$ cat config.mk
export PLATFORM = sky130hd
export DESIGN_NAME = tpc_useq
export DESIGN_NICKNAME = d
export VERILOG_FILES = /design/src/hw/rtl/tpc_pkg.sv /design/src/hw/rtl/tpc_useq.sv
export SDC_FILE = /design/constraint.sdc
export NUM_CORES = 1
export LEC_CHECK = 0
export BUFFER_PORTS_ARGS = -buffer_cell sky130_fd_sc_hd__buf_2
export CAP_MARGIN = 20
export CORE_ASPECT_RATIO = 2
export CORE_MARGIN = 2
export CORE_UTILIZATION = 58
export CTS_BUF_LIST = sky130_fd_sc_hd__clkbuf_8
export CTS_CLUSTER_DIAMETER = 200
export DETAILED_ROUTE_END_ITERATION = 7
export PLACE_DENSITY_LB_ADDON = 0.12
export SLEW_MARGIN = 20
export SYNTH_ARGS = -nofsm -noshare
export SYNTH_HDL_FRONTEND = slang
export SYNTH_SLANG_ARGS = --single-unit
$ cat constraint.sdc
create_clock -name clk -period 3.7 [get_ports clk]
set_input_delay 0.74 -clock clk [delete_from_list [all_inputs] [get_ports clk]]
set_output_delay 0.74 -clock clk [all_outputs]
set_load 0.05 [all_outputs]
$ cat src/hw/rtl/tpc_pkg.sv
`timescale 1ns / 1ps

package tpc_pkg;

  localparam int TABLE_ENTRIES = 256;
  localparam int AW            = $clog2(TABLE_ENTRIES);
  localparam int PC_W          = 7;

  // op codes
  localparam logic [3:0] OP_INIT  = 4'd0;
  localparam logic [3:0] OP_BYTE  = 4'd1;
  localparam logic [3:0] OP_U16   = 4'd2;
  localparam logic [3:0] OP_U32   = 4'd3;
  localparam logic [3:0] OP_U64   = 4'd4;
  localparam logic [3:0] OP_SBYTE = 4'd5;
  localparam logic [3:0] OP_S16   = 4'd6;
  localparam logic [3:0] OP_S32   = 4'd7;
  localparam logic [3:0] OP_S64   = 4'd8;

  // program entry points and shared tails
  localparam logic [PC_W-1:0] PC_INIT      = 7'd0;
  localparam logic [PC_W-1:0] PC_IDLE_DONE = 7'd1;
  localparam logic [PC_W-1:0] PC_BYTE      = 7'd2;
  localparam logic [PC_W-1:0] PC_U16       = 7'd5;
  localparam logic [PC_W-1:0] PC_U32       = 7'd12;
  localparam logic [PC_W-1:0] PC_U32_BUILD = 7'd21;
  localparam logic [PC_W-1:0] PC_U32_SEED  = 7'd26;
  localparam logic [PC_W-1:0] PC_U64       = 7'd31;
  localparam logic [PC_W-1:0] PC_U64_BUILD = 7'd48;
  localparam logic [PC_W-1:0] PC_U64_SEED  = 7'd57;
  localparam logic [PC_W-1:0] PC_LAST      = 7'd65;

  typedef enum logic [2:0] {
    ST_READ, ST_DRAW, ST_INIT, ST_JUMP, ST_JSEED, ST_DONE
  } step_t;

  typedef enum logic [1:0] {SRC_CONST, SRC_SEL, SRC_T, SRC_K} src_t;
  typedef enum logic [1:0] {DST_T, DST_K, DST_WORD, DST_BYTE} dst_t;
  typedef enum logic [1:0] {MK_NONE, MK_16, MK_32, MK_64} mask_t;

  typedef struct packed {
    step_t           step;
    src_t            src;
    dst_t            dst;
    logic [1:0]      idx;
    logic [3:0]      cval;
    logic            use_seed;
    mask_t           mask;
    logic [PC_W-1:0] target;
  } ucw_t;

  typedef struct packed {
    logic            active;
    logic            start;
    logic            done_go;
    logic [PC_W-1:0] pc;
    ucw_t            cw;
  } ctl_t;

  typedef struct packed {
    logic seeded;
    logic rsp_valid;
  } stat_t;

  localparam logic [7:0] PERM_ROM [TABLE_ENTRIES] = '{
    8'd0,   8'd8,   8'd109, 8'd220, 8'd222, 8'd241, 8'd149, 8'd107, 8'd75,  8'd248,
    8'd254, 8'd140, 8'd16,  8'd66,  8'd74,  8'd21,  8'd211, 8'd47,  8'd80,  8'd242,
    8'd154, 8'd27,  8'd205, 8'd117, 8'd157, 8'd89,  8'd208, 8'd36,  8'd95,  8'd110,
    8'd85,  8'd48,  8'd212, 8'd29,  8'd32,  8'd179, 8'd22,  8'd79,  8'd200, 8'd119,
    8'd28,  8'd188, 8'd234, 8'd23,  8'd202, 8'd55,  8'd68,  8'd145, 8'd62,  8'd131,
    8'd184, 8'd190, 8'd91,  8'd127, 8'd152, 8'd217, 8'd12,  8'd104, 8'd25,  8'd178,
    8'd252, 8'd182, 8'd83,  8'd177, 8'd141, 8'd169, 8'd4,   8'd81,  8'd181, 8'd35,
    8'd199, 8'd42,  8'd39,  8'd227, 8'd155, 8'd124, 8'd225, 8'd193, 8'd219, 8'd93,
    8'd122, 8'd88,  8'd249, 8'd1,   8'd210, 8'd143, 8'd70,  8'd174, 8'd46,  8'd246,
    8'd65,  8'd53,  8'd163, 8'd5,   8'd168, 8'd135, 8'd2,   8'd235, 8'd67,  8'd92,
    8'd20,  8'd207, 8'd138, 8'd233, 8'd69,  8'd166, 8'd78,  8'd176, 8'd173, 8'd160,
    8'd148, 8'd113, 8'd94,  8'd161, 8'd41,  8'd50,  8'd239, 8'd49,  8'd111, 8'd164,
    8'd134, 8'd60,  8'd189, 8'd37,  8'd171, 8'd13,  8'd214, 8'd156, 8'd11,  8'd56,
    8'd204, 8'd215, 8'd44,  8'd229, 8'd73,  8'd146, 8'd77,  8'd61,  8'd218, 8'd64,
    8'd209, 8'd106, 8'd63,  8'd105, 8'd195, 8'd86,  8'd96,  8'd203, 8'd121, 8'd101,
    8'd170, 8'd247, 8'd137, 8'd213, 8'd34,  8'd250, 8'd108, 8'd7,   8'd255, 8'd237,
    8'd129, 8'd40,  8'd144, 8'd18,  8'd112, 8'd142, 8'd103, 8'd10,  8'd24,  8'd223,
    8'd51,  8'd120, 8'd198, 8'd58,  8'd172, 8'd82,  8'd128, 8'd3,   8'd132, 8'd30,
    8'd150, 8'd115, 8'd72,  8'd224, 8'd97,  8'd206, 8'd133, 8'd45,  8'd240, 8'd90,
    8'd151, 8'd114, 8'd59,  8'd33,  8'd159, 8'd228, 8'd191, 8'd139, 8'd153, 8'd98,
    8'd125, 8'd196, 8'd15,  8'd245, 8'd194, 8'd253, 8'd54,  8'd14,  8'd6,   8'd226,
    8'd71,  8'd17,  8'd180, 8'd147, 8'd186, 8'd87,  8'd244, 8'd130, 8'd230, 8'd102,
    8'd123, 8'd251, 8'd26,  8'd162, 8'd192, 8'd201, 8'd52,  8'd231, 8'd232, 8'd76,
    8'd31,  8'd221, 8'd84,  8'd167, 8'd216, 8'd165, 8'd158, 8'd116, 8'd197, 8'd38,
    8'd183, 8'd43,  8'd185, 8'd175, 8'd19,  8'd238, 8'd100, 8'd243, 8'd118, 8'd9,
    8'd187, 8'd136, 8'd57,  8'd99,  8'd236, 8'd126
  };

  function automatic logic [7:0] rom_at(input logic [AW-1:0] a);
    return PERM_ROM[a];
  endfunction

  function automatic logic [63:0] seed_mask(input mask_t m, input logic [63:0] s);
    logic [63:0] r;
    case (m)
      MK_16:   r = {48'd0, s[15:0]};
      MK_32:   r = {32'd0, s[31:0]};
      MK_64:   r = s;
      default: r = '0;
    endcase
    return r;
  endfunction

  function automatic logic [PC_W-1:0] entry_pc(input logic [3:0] op);
    logic [PC_W-1:0] p;
    case (op)
      OP_INIT:  p = PC_INIT;
      OP_BYTE:  p = PC_BYTE;
      OP_SBYTE: p = PC_BYTE;
      OP_U16:   p = PC_U16;
      OP_S16:   p = PC_U16;
      OP_U32:   p = PC_U32;
      OP_S32:   p = PC_U32;
      OP_U64:   p = PC_U64;
      OP_S64:   p = PC_U64;
      default:  p = PC_IDLE_DONE;
    endcase
    return p;
  endfunction

  // control word builders
  function automatic ucw_t uc_rd(input src_t sr, input logic [1:0] ix, input logic [3:0] cv);
    ucw_t w;
    w      = '0;
    w.step = ST_READ;
    w.src  = sr;
    w.idx  = ix;
    w.cval = cv;
    return w;
  endfunction

  function automatic ucw_t uc_dr(input dst_t ds, input logic [1:0] ix, input logic us);
    ucw_t w;
    w          = '0;
    w.step     = ST_DRAW;
    w.dst      = ds;
    w.idx      = ix;
    w.use_seed = us;
    return w;
  endfunction

  function automatic ucw_t uc_ctl(input step_t st, input mask_t mk,
                                  input logic [PC_W-1:0] tg);
    ucw_t w;
    w        = '0;
    w.step   = st;
    w.mask   = mk;
    w.target = tg;
    return w;
  endfunction

  // microprogram
  function automatic ucw_t ucode(input logic [PC_W-1:0] pc);
    ucw_t w;
    case (pc)
      7'd0:  w = uc_ctl(ST_INIT, MK_NONE, '0);
      7'd1:  w = uc_ctl(ST_DONE, MK_NONE, '0);
      // single byte, plain or seeded
      7'd2:  w = uc_rd(SRC_SEL, 2'd0, 4'd0);
      7'd3:  w = uc_dr(DST_BYTE, 2'd0, 1'b1);
      7'd4:  w = uc_ctl(ST_DONE, MK_NONE, '0);
      // 16-bit word
      7'd5:  w = uc_rd(SRC_CONST, 2'd0, 4'd0);
      7'd6:  w = uc_dr(DST_T, 2'd0, 1'b0);
      7'd7:  w = uc_rd(SRC_T, 2'd0, 4'd0);
      7'd8:  w = uc_dr(DST_K, 2'd0, 1'b1);
      7'd9:  w = uc_rd(SRC_K, 2'd0, 4'd0);
      7'd10: w = uc_dr(DST_WORD, 2'd0, 1'b1);
      7'd11: w = uc_ctl(ST_DONE, MK_16, '0);
      // 32-bit word
      7'd12: w = uc_ctl(ST_JSEED, MK_NONE, PC_U32_SEED);
      7'd13: w = uc_rd(SRC_CONST, 2'd0, 4'd0);
      7'd14: w = uc_dr(DST_T, 2'd0, 1'b0);
      7'd15: w = uc_rd(SRC_T, 2'd0, 4'd0);
      7'd16: w = uc_dr(DST_K, 2'd0, 1'b1);
      7'd17: w = uc_rd(SRC_CONST, 2'd0, 4'd0);
      7'd18: w = uc_dr(DST_T, 2'd0, 1'b0);
      7'd19: w = uc_rd(SRC_T, 2'd0, 4'd0);
      7'd20: w = uc_dr(DST_K, 2'd1, 1'b1);
      7'd21: w = uc_rd(SRC_K, 2'd1, 4'd0);
      7'd22: w = uc_dr(DST_WORD, 2'd0, 1'b1);
      7'd23: w = uc_rd(SRC_K, 2'd0, 4'd0);
      7'd24: w = uc_dr(DST_WORD, 2'd1, 1'b1);
      7'd25: w = uc_ctl(ST_DONE, MK_32, '0);
      7'd26: w = uc_rd(SRC_CONST, 2'd0, 4'd3);
      7'd27: w = uc_dr(DST_K, 2'd0, 1'b1);
      7'd28: w = uc_rd(SRC_CONST, 2'd0, 4'd4);
      7'd29: w = uc_dr(DST_K, 2'd1, 1'b1);
      7'd30: w = uc_ctl(ST_JUMP, MK_NONE, PC_U32_BUILD);
      // 64-bit word
      7'd31: w = uc_ctl(ST_JSEED, MK_NONE, PC_U64_SEED);
      7'd32: w = uc_rd(SRC_CONST, 2'd0, 4'd0);
      7'd33: w = uc_dr(DST_T, 2'd0, 1'b0);
      7'd34: w = uc_rd(SRC_T, 2'd0, 4'd0);
      7'd35: w = uc_dr(DST_K, 2'd0, 1'b1);
      7'd36: w = uc_rd(SRC_CONST, 2'd0, 4'd0);
      7'd37: w = uc_dr(DST_T, 2'd0, 1'b0);
      7'd38: w = uc_rd(SRC_T, 2'd0, 4'd0);
      7'd39: w = uc_dr(DST_K, 2'd1, 1'b1);
      7'd40: w = uc_rd(SRC_CONST, 2'd0, 4'd0);
      7'd41: w = uc_dr(DST_T, 2'd0, 1'b0);
      7'd42: w = uc_rd(SRC_T, 2'd0, 4'd0);
      7'd43: w = uc_dr(DST_K, 2'd2, 1'b1);
      7'd44: w = uc_rd(SRC_CONST, 2'd0, 4'd0);
      7'd45: w = uc_dr(DST_T, 2'd0, 1'b0);
      7'd46: w = uc_rd(SRC_T, 2'd0, 4'd0);
      7'd47: w = uc_dr(DST_K, 2'd3, 1'b1);
      7'd48: w = uc_rd(SRC_K, 2'd3, 4'd0);
      7'd49: w = uc_dr(DST_WORD, 2'd0, 1'b1);
      7'd50: w = uc_rd(SRC_K, 2'd2, 4'd0);
      7'd51: w = uc_dr(DST_WORD, 2'd1, 1'b1);
      7'd52: w = uc_rd(SRC_K, 2'd1, 4'd0);
      7'd53: w = uc_dr(DST_WORD, 2'd2, 1'b1);
      7'd54: w = uc_rd(SRC_K, 2'd0, 4'd0);
      7'd55: w = uc_dr(DST_WORD, 2'd3, 1'b1);
      7'd56: w = uc_ctl(ST_DONE, MK_64, '0);
      7'd57: w = uc_rd(SRC_CONST, 2'd0, 4'd5);
      7'd58: w = uc_dr(DST_K, 2'd0, 1'b1);
      7'd59: w = uc_rd(SRC_CONST, 2'd0, 4'd6);
      7'd60: w = uc_dr(DST_K, 2'd1, 1'b1);
      7'd61: w = uc_rd(SRC_CONST, 2'd0, 4'd7);
      7'd62: w = uc_dr(DST_K, 2'd2, 1'b1);
      7'd63: w = uc_rd(SRC_CONST, 2'd0, 4'd8);
      7'd64: w = uc_dr(DST_K, 2'd3, 1'b1);
      7'd65: w = uc_ctl(ST_JUMP, MK_NONE, PC_U64_BUILD);
      default: w = uc_ctl(ST_DONE, MK_NONE, '0);
    endcase
    return w;
  endfunction

endpackage

$ cat src/hw/rtl/tpc_useq.sv
`timescale 1ns / 1ps

module tpc_useq (
  input  logic                 clk,
  input  logic                 rst,
  input  logic                 req_valid,
  input  logic [3:0]           op,
  input  logic                 rsp_ready,
  input  tpc_pkg::stat_t       stat,
  output logic                 req_ready,
  output tpc_pkg::ctl_t        ctl
);

  logic                        busy;
  logic [tpc_pkg::PC_W-1:0]    pc;
  logic [tpc_pkg::PC_W-1:0]    pc_next;
  tpc_pkg::ucw_t               cw;
  logic                        start;
  logic                        done_go;

  assign cw        = tpc_pkg::ucode(pc);
  assign req_ready = !busy;
  assign start     = req_valid && !busy;
  // done holds while the previous word is still waiting at the output
  assign done_go   = busy && (cw.step == tpc_pkg::ST_DONE) &&
                     (!stat.rsp_valid || rsp_ready);

  always_comb begin
    case (cw.step)
      tpc_pkg::ST_JUMP:  pc_next = cw.target;
      tpc_pkg::ST_JSEED: pc_next = stat.seeded ? cw.target : pc + 1'b1;
      tpc_pkg::ST_DONE:  pc_next = pc;
      default:           pc_next = pc + 1'b1;
    endcase
  end

  always_ff @(posedge clk) begin
    if (rst) begin
      busy <= 1'b0;
      pc   <= tpc_pkg::PC_IDLE_DONE;
    end else if (start) begin
      busy <= 1'b1;
      pc   <= tpc_pkg::entry_pc(op);
    end else if (busy) begin
      if (done_go) begin
        busy <= 1'b0;
      end
      pc <= pc_next;
    end
  end

  assign ctl.active  = busy;
  assign ctl.start   = start;
  assign ctl.done_go = done_go;
  assign ctl.pc      = pc;
  assign ctl.cw      = cw;

endmodule

==> results of run 1 <==
==> sequential cells by signal (all words and copies together), names as in the netlist <==
register	flops
busy	1
cw	22
pc	7
==> per-layer routing <==
metal | up-vias | GRT usage, %
met3 | 42 | 6.01
met1 | 1134 | 36.8
met2 | 164 | 50.7
met5 | - | 0
li1 | 1131 | -
met4 | 0 | 20.0
==> cells by family (layout without fill, tap and decap cells) <==
| logic type | count (synthesis) | in the layout | share of synthesized area [%] |
|---|---|---|---|
| simple gates | 108 | 108 | 26.4 |
| compound gates | 91 | 91 | 27.8 |
| buf+inv | 38 | 73 | 8.29 |
| flops | 30 | 30 | 25.2 |
| fa+ha+maj | 17 | 17 | 8.92 |
| xor+xnor | 4 | 4 | 1.47 |
| mux | 4 | 4 | 1.78 |
| other cells | 1 | 1 | 0.157 |
==> layout make-up <==
cell class                 count  share of cell area, %
sequential                    30                   22.5
tap                           52                   2.44
multi-input combinational    225                   59.5
timing repair buffer          48                   9.58
inverter                      17                   2.54
clock buffer                   6                   3.10
clock inverter                 2                  0.329
==> per-stage QoR <==
stage                     power, mW  setup WS (ps)  std cells  utilization (%)  hold WS (ps)
after floorplan                1.22            480        293                -           560
after global placement         1.44            325        372             64.3           620
after detailed placement       1.44            234        372             64.3           625
after CTS                      1.72            524        380             66.5           640
after global routing           1.84            274        380             66.5           707
final                          1.75            469        380             66.5           641
==> how the worst max path moves through the flow <==
| stage | cells past startpoint | slack (ps) | from | end |
|---|---|---|---|---|
| final | 12 | 470 | cw[22]$_DFF_P_ | cw[9]$_DFF_P_ |
| after detailed placement | 14 | 230 | op[1] | cw[9]$_DFF_P_ |
| after global routing | 12 | 270 | cw[22]$_DFF_P_ | cw[16]$_DFF_P_ |
| after CTS | 12 | 520 | cw[20]$_SDFF_PP1_ | cw[9]$_DFF_P_ |
| after floorplan | 14 | 480 | op[0] | cw[20]$_SDFF_PP1_ |
| after global placement | 10 | 330 | req_valid | cw[20]$_SDFF_PP1_ |
==> worst max-delay path, cell delays in order, from the launching register on <==
cell	delay [ps]
dfxtp_1	590
nand4b_1	260
and2_1	350
nor2_1	150
a21oi_1	90
or2_1	330
inv_1	170
buf_4	170
ha_1	360
nand2_1	170
nor4_4	280
a21oi_2	70
a31oi_1	150
==> synthesized netlist by cell type (3+ instances only) <==
| master | number | area (µm²) |
|---|---|---|
| and2_1 | 5 | 31.3 |
| nand3b_1 | 4 | 30.0 |
| xor2_1 | 3 | 26.3 |
| buf_2 | 5 | 25.0 |
| dfxtp_1 | 30 | 601 |
| a31oi_1 | 5 | 31.3 |
| nand3_1 | 8 | 40.0 |
| nor2_1 | 21 | 78.8 |
| a22oi_1 | 4 | 30.0 |
| buf_4 | 8 | 60.1 |
| nor3_1 | 10 | 50.1 |
| inv_1 | 14 | 52.6 |
| a31o_2 | 3 | 26.3 |
| o31ai_1 | 4 | 30.0 |
| nor2b_1 | 3 | 18.8 |
| o211ai_1 | 4 | 30.0 |
| o21ai_0 | 16 | 80.1 |
| clkbuf_1 | 6 | 22.5 |
| or3_1 | 3 | 18.8 |
| nand4_1 | 5 | 31.3 |
| or2_2 | 3 | 18.8 |
| nand2_1 | 21 | 78.8 |
| a21o_1 | 5 | 37.5 |
| a211o_1 | 3 | 26.3 |
| nand2b_1 | 4 | 25.0 |
| a21oi_1 | 23 | 115 |
| ha_1 | 17 | 213 |
==> report_power, final <==
| part | internal (mW) | leakage [nW] | total (mW) | switching, mW |
|---|---|---|---|---|
| Combinational | 0.329 | 0.913 | 1.00 | 0.675 |
| Sequential | 0.374 | 0.245 | 0.463 | 0.0893 |
| Clock | 0.147 | 0.0524 | 0.282 | 0.134 |
| Total | 0.850 | 1.21 | 1.75 | 0.898 |
==> run_results.csv, run 1 <==
group,metric,value,unit
outcome,status,"complete, no violations",
die,fp.coreArea,0.00401,mm²
critical_path,worstRegToRegCells,12,
critical_path,critPathMaxFanout,14,
global_routing,grt_max_degree,21,
place,portBuffers,42,
min_path,holdPathStages,2,
cts,cts_tree,"done",
power_and_ir_drop,p_leak,1.21,nW
cts,root_buffer,"clkbuf_8",
drt,wl_met3,708,µm
timing,fin_skew,6.15,ps
global_routing,track_usage,31.1,%
power_and_ir_drop,power_density,656,mW/mm²
global_routing,grt_pass1_wl,11.2,mm
critical_path,r2r-start,"cw[22]$_DFF_P_",
timing,max_slew_margin,49.4,%
logic_synthesis,synth_area,0.00238,mm²
critical_path,crit_required,3920,ps
logic_synthesis,synth_flop_cell,"dfxtp_1",
drt,wl_per_cell,18.5,µm
cells_and_area,drive_gt1_share,25.6,%
power_and_ir_drop,ir_drop,0.476,mV
drt,viasPerCell,6.50,
die,rows,33,
critical_path,path_class,"register to register",
global_routing,antenna_found_initial,0,
cells_and_area,final_common_cell,"buf_2",
min_path,min_path_type,"register to register",
critical_path,ff2ff_setup_slack,470,ps
critical_path,regToRegEndpoint,"cw[9]$_DFF_P_",
die,num_io_pins,44,
global_routing,grt_overflow,0,
cts,cts_buffers,5,
timing,slew_violations,0,
logic_synthesis,synth_nets,320,
logic_synthesis,synth_area_per_cell,8.13,µm²
cts,cts_resized,0,
logic_synthesis,ys_ff_latch,30,
cts,postCtsSetupRepairBufs,0,
drt,drt-total-wl,7.02,mm
cts,clock_latency,300,ps
cts,htree_levels,2,
cts,holdBufCountCts,0,
die,dieArea,0.00467,mm²
logic_synthesis,synth-seq-area-share,25.2,%
job,maxCapViolCount,0,
cells_and_area,areaGrowthSynthToFinish,11.8,%
cells_and_area,regArea,601,µm²
drt,drc,0,
die,die_h,94.7,µm
drt,wl_met2,3.39,mm
timing,finalSetupViolCount,0,
timing,period_share,87.3,%
timing,setup_tns,0,ps
critical_path,crit_path_start_kind,"register",
cts,cts_sinks,30,
logic_synthesis,syn_inst,293,
cells_and_area,fin_nets,354,
critical_path,cp-end-kind,"register",
drt,ant_nets,0,
die,initial_core_util,59.5,%
cts,cts_buffer_depth,2,
cells_and_area,final_area,0.00267,mm²
cells_and_area,fillerInstances,371,
place,gp_congestion,1.01,
timing,worst_pin_slew,753,ps
drt,drt_iter0_drc,122,
logic_synthesis,ys_warn_count,0,
place,hpwl,5.14,mm
logic_synthesis,synth-edff-count,0,
drt,drt-pass1-iter-count,6,
timing,fmax,309,MHz
drt,dr.max_layer_used,"met4",
cts,clk_transition_reported_paths,70,ps
logic_synthesis,synth_cell_types,70,
min_path,holdCritStartpoint,"busy$_SDFF_PP0_",
cells_and_area,diodes,0,
global_routing,grt_pass1_vias,2303,
min_path,hold_end,"busy$_SDFF_PP0_",
cells_and_area,most-common-layout-cells,"buf_2 (42), dfxtp_1 (30), a21oi_1 (23)",
place,place_area,0.00257,mm²
drt,met1Wirelength,2.56,mm
timing,timing.final.hold_violations,0,
critical_path,cp.arrival,3450,ps
cells_and_area,multi_input_area,0.00159,mm²
timing,rsz0062_at_grt,"no",
die,die_w,49.3,µm
drt,vias,2471,
logic_synthesis,async_flop_share,0,%
timing,fin_crit,3230,ps
Note: power is estimated with default switching activity, not from simulation.
==> run 2: changes to the inputs <==
--- a/config.mk
+++ b/config.mk
@@ -7,2 +7,3 @@
 export LEC_CHECK = 0
+export ABC_AREA = 1
 export BUFFER_PORTS_ARGS = -buffer_cell sky130_fd_sc_hd__buf_2
--- a/constraint.sdc
+++ b/constraint.sdc
@@ -3,2 +3,2 @@
 set_output_delay 0.74 -clock clk [all_outputs]
-set_load 0.05 [all_outputs]
+set_load 0.02 [all_outputs]
==> run_results.csv, run 2 <==
group,metric,value,unit
cts,htree_levels,2,
logic_synthesis,yosysTopAreaCellShare,25.4,%
die,initial_core_util,60.9,%
cells_and_area,fin_nets,425,
global_routing,busiest_layer,"met2",
power_and_ir_drop,p_leak,1.50,nW
drt,vias,2509,
die,rows,32,
die,die_w,49.1,µm
timing,max_slew_margin,59.5,%
critical_path,cp_slowest_cell,"a21oi_4",
timing,rsz0062_at_grt,"no",
critical_path,worstPathCellList,"buf_2 > inv_1 > ha_1 > a21oi_1 > a21oi_1 > a21oi_4 > inv_1 > ha_1 > nand3_1 > nand2_1 > nand2_1 > nand2_1 > nand2_1 > nand3_1 > nand2_1 > nand2_1",
power_and_ir_drop,ir_drop,0.355,mV
logic_synthesis,synth_area,0.00236,mm²
timing,timing.final.hold_violations,0,
cells_and_area,drive_gt1_share,21.8,%
timing,fin_skew,4.77,ps
cts,clock_latency,280,ps
global_routing,antenna_found_initial,0,
logic_synthesis,ys_warn_count,0,
logic_synthesis,yosys-top-cells-count,"nand2_1 (114), inv_1 (43), nand3_1 (42)",
timing,fin_crit,3040,ps
critical_path,cpMostUsedCell,"nand2_1",
die,die_h,94.3,µm
cells_and_area,diodes,0,
cells_and_area,final_common_cell,"nand2_1",
logic_synthesis,synth_cell_types,36,
logic_synthesis,synth_nets,386,
critical_path,critPathMaxFanout,12,
global_routing,grt_max_degree,27,
place,hpwl,5.55,mm
cts,cts_tree,"done",
global_routing,grt_pass1_wl,11.6,mm
cells_and_area,most-common-layout-cells,"nand2_1 (114), inv_1 (43), nand3_1 (42), buf_2 (42), dfxtp_1 (30)",
logic_synthesis,synth_area_per_cell,6.58,µm²
cts,clk_transition_reported_paths,60,ps
power_and_ir_drop,p_int,710,µW
place,place_ws,465,ps
critical_path,cp-end-kind,"register",
cts,cts_resized,0,
logic_synthesis,ys_ff_latch,30,
cts,root_buffer,"clkbuf_8",
global_routing,track_usage,33.2,%
timing,period_share,82.0,%
logic_synthesis,yosys-top-cells-area,"dfxtp_1 (25%), nand2_1 (18%), ha_1 (9.0%), nand3_1 (8.9%), inv_1 (6.8%)",
timing,fmax,329,MHz
global_routing,grt_pass1_vias,2441,
cts,cts_buffer_depth,2,
timing,setup_tns,0,ps
cells_and_area,areaGrowthSynthToFinish,12.8,%
cts,postCtsSetupRepairBufs,0,
die,num_io_pins,44,
power_and_ir_drop,pwr-share-seq,31.9,%
critical_path,critPathMaxStageDelay,390,ps
logic_synthesis,synth_flop_cell,"dfxtp_1",
timing,finalSetupViolCount,0,
power_and_ir_drop,switchingPower,535,µW
drt,viasPerCell,5.58,
outcome,status,"complete, no violations",
cts,holdBufCountCts,0,
logic_synthesis,synth-seq-area-share,25.4,%
critical_path,crit_required,3870,ps
place,gp_congestion,1.09,
timing,worst_pin_slew,601,ps
cells_and_area,largest_reg_flops,22,
drt,drc,0,
power_and_ir_drop,power_density,467,mW/mm²
power_and_ir_drop,swShare,43.0,%
job,maxCapViolCount,0,
die,fp.coreArea,0.00388,mm²
logic_synthesis,synth-edff-count,0,
critical_path,path_class,"primary input to register",
die,dieArea,0.00463,mm²
logic_synthesis,synth_top_area_cell,"dfxtp_1",
logic_synthesis,yosysMostFrequentCell,"nand2_1",
cts,cts_buffers,5,
critical_path,crit_path_start_kind,"primary input",
power_and_ir_drop,power_frac_comb,42.3,%
logic_synthesis,async_flop_share,0,%
logic_synthesis,syn_inst,359,
place,portBuffers,42,
drt,drt_iter0_drc,152,
drt,drt-pass1-iter-count,5,
min_path,min_path_type,"register to register",
drt,drt-total-wl,7.15,mm
global_routing,use_met2,61.8,%
timing,setup_ws,664,ps
cts,cts_sinks,30,
power_and_ir_drop,clkPwrFrac,25.8,%
global_routing,grtUsageMet1,31.6,%
drt,ant_nets,0,
timing,slew_violations,0,
global_routing,use_met3,4.78,%
global_routing,grt_overflow,0,
drt,wl_per_cell,15.9,µm
critical_path,cp.arrival,3200,ps
-- run 2: changes by cell type after synthesis, moves of 6 or more --
cell / delta
nor3_1: -7
inv_1: +29
nand2_2: +10
clkbuf_1: -6
a21oi_1: -9
nand3_1: +34
o21ai_0: -9
nand2_1: +93
-- run 2: routing by layer --
layer	wire [µm]	share of wire, %
met3	297	4.2
met5	0	0
met4	494	6.9
met2	3870	54
met1	2480	35
-- run 2: metrics by stage --
step	std cells	power (mW)	cell area [µm²]	hold slack, ps	utilization [%]
after floorplan	359	0.777	2360	662	-
after global placement	442	0.914	2560	659	65.8
after detailed placement	442	0.914	2560	669	65.8
after CTS	450	1.23	2670	684	68.6
after global routing	450	1.32	2670	717	68.6
final	450	1.25	2670	678	68.6
-- run 2: final cells by class --
class / instances / area (µm²)
flip-flops and latches: 30 / 601
fillers: 380 / 1220
multi-input cells: 269 / 1490
inverters: 49 / 189
clock buffers: 5 / 68.8
well taps: 51 / 63.8
repair buffers: 43 / 218
clock inverters: 3 / 40.0
-- run 2: cell families after synthesis --
family	Yosys count	share of synthesized area [%]
compound gates	41	11.0
fa+ha+maj	17	9.00
buf+inv	60	11.8
flops	30	25.4
other cells	1	0.159
simple gates	210	42.7
-- run 2: power by group through the flow --
stage          sequential (mW)  combinational (mW)  clock, mW
2_1_floorplan            0.436               0.341          0
3_3_place_gp             0.402               0.512          0
3_5_place_dp             0.404               0.510          0
4_1_cts                  0.397               0.513      0.322
5_1_grt                  0.403               0.577      0.341
6_report                 0.398               0.527      0.322
-- run 2: path summary, 6_finish.rpt --
| kind | from | depth (start not counted) | slack [ps] | endpoint |
|---|---|---|---|---|
| setup / recovery | op[1] | 16 | 660 | cw[9]$_DFF_P_ |
| hold / removal | pc[6]$_SDFFE_PP0N_ | 3 | 680 | cw[13]$_SDFF_PP0_ |
| setup reg to reg | cw[22]$_DFF_P_ | 15 | 890 | cw[15]$_DFF_P_ |
| hold reg to reg | pc[6]$_SDFFE_PP0N_ | 3 | 680 | cw[13]$_SDFF_PP0_ |
-- run 2: critical path, delay by kind of cell --
family / cells / cell delay [ps]
AOI/OAI and AO/OA: 3 / 790
adders and majority gates: 2 / 490
buffers and inverters: 3 / 450
and+or+nand+nor: 8 / 730
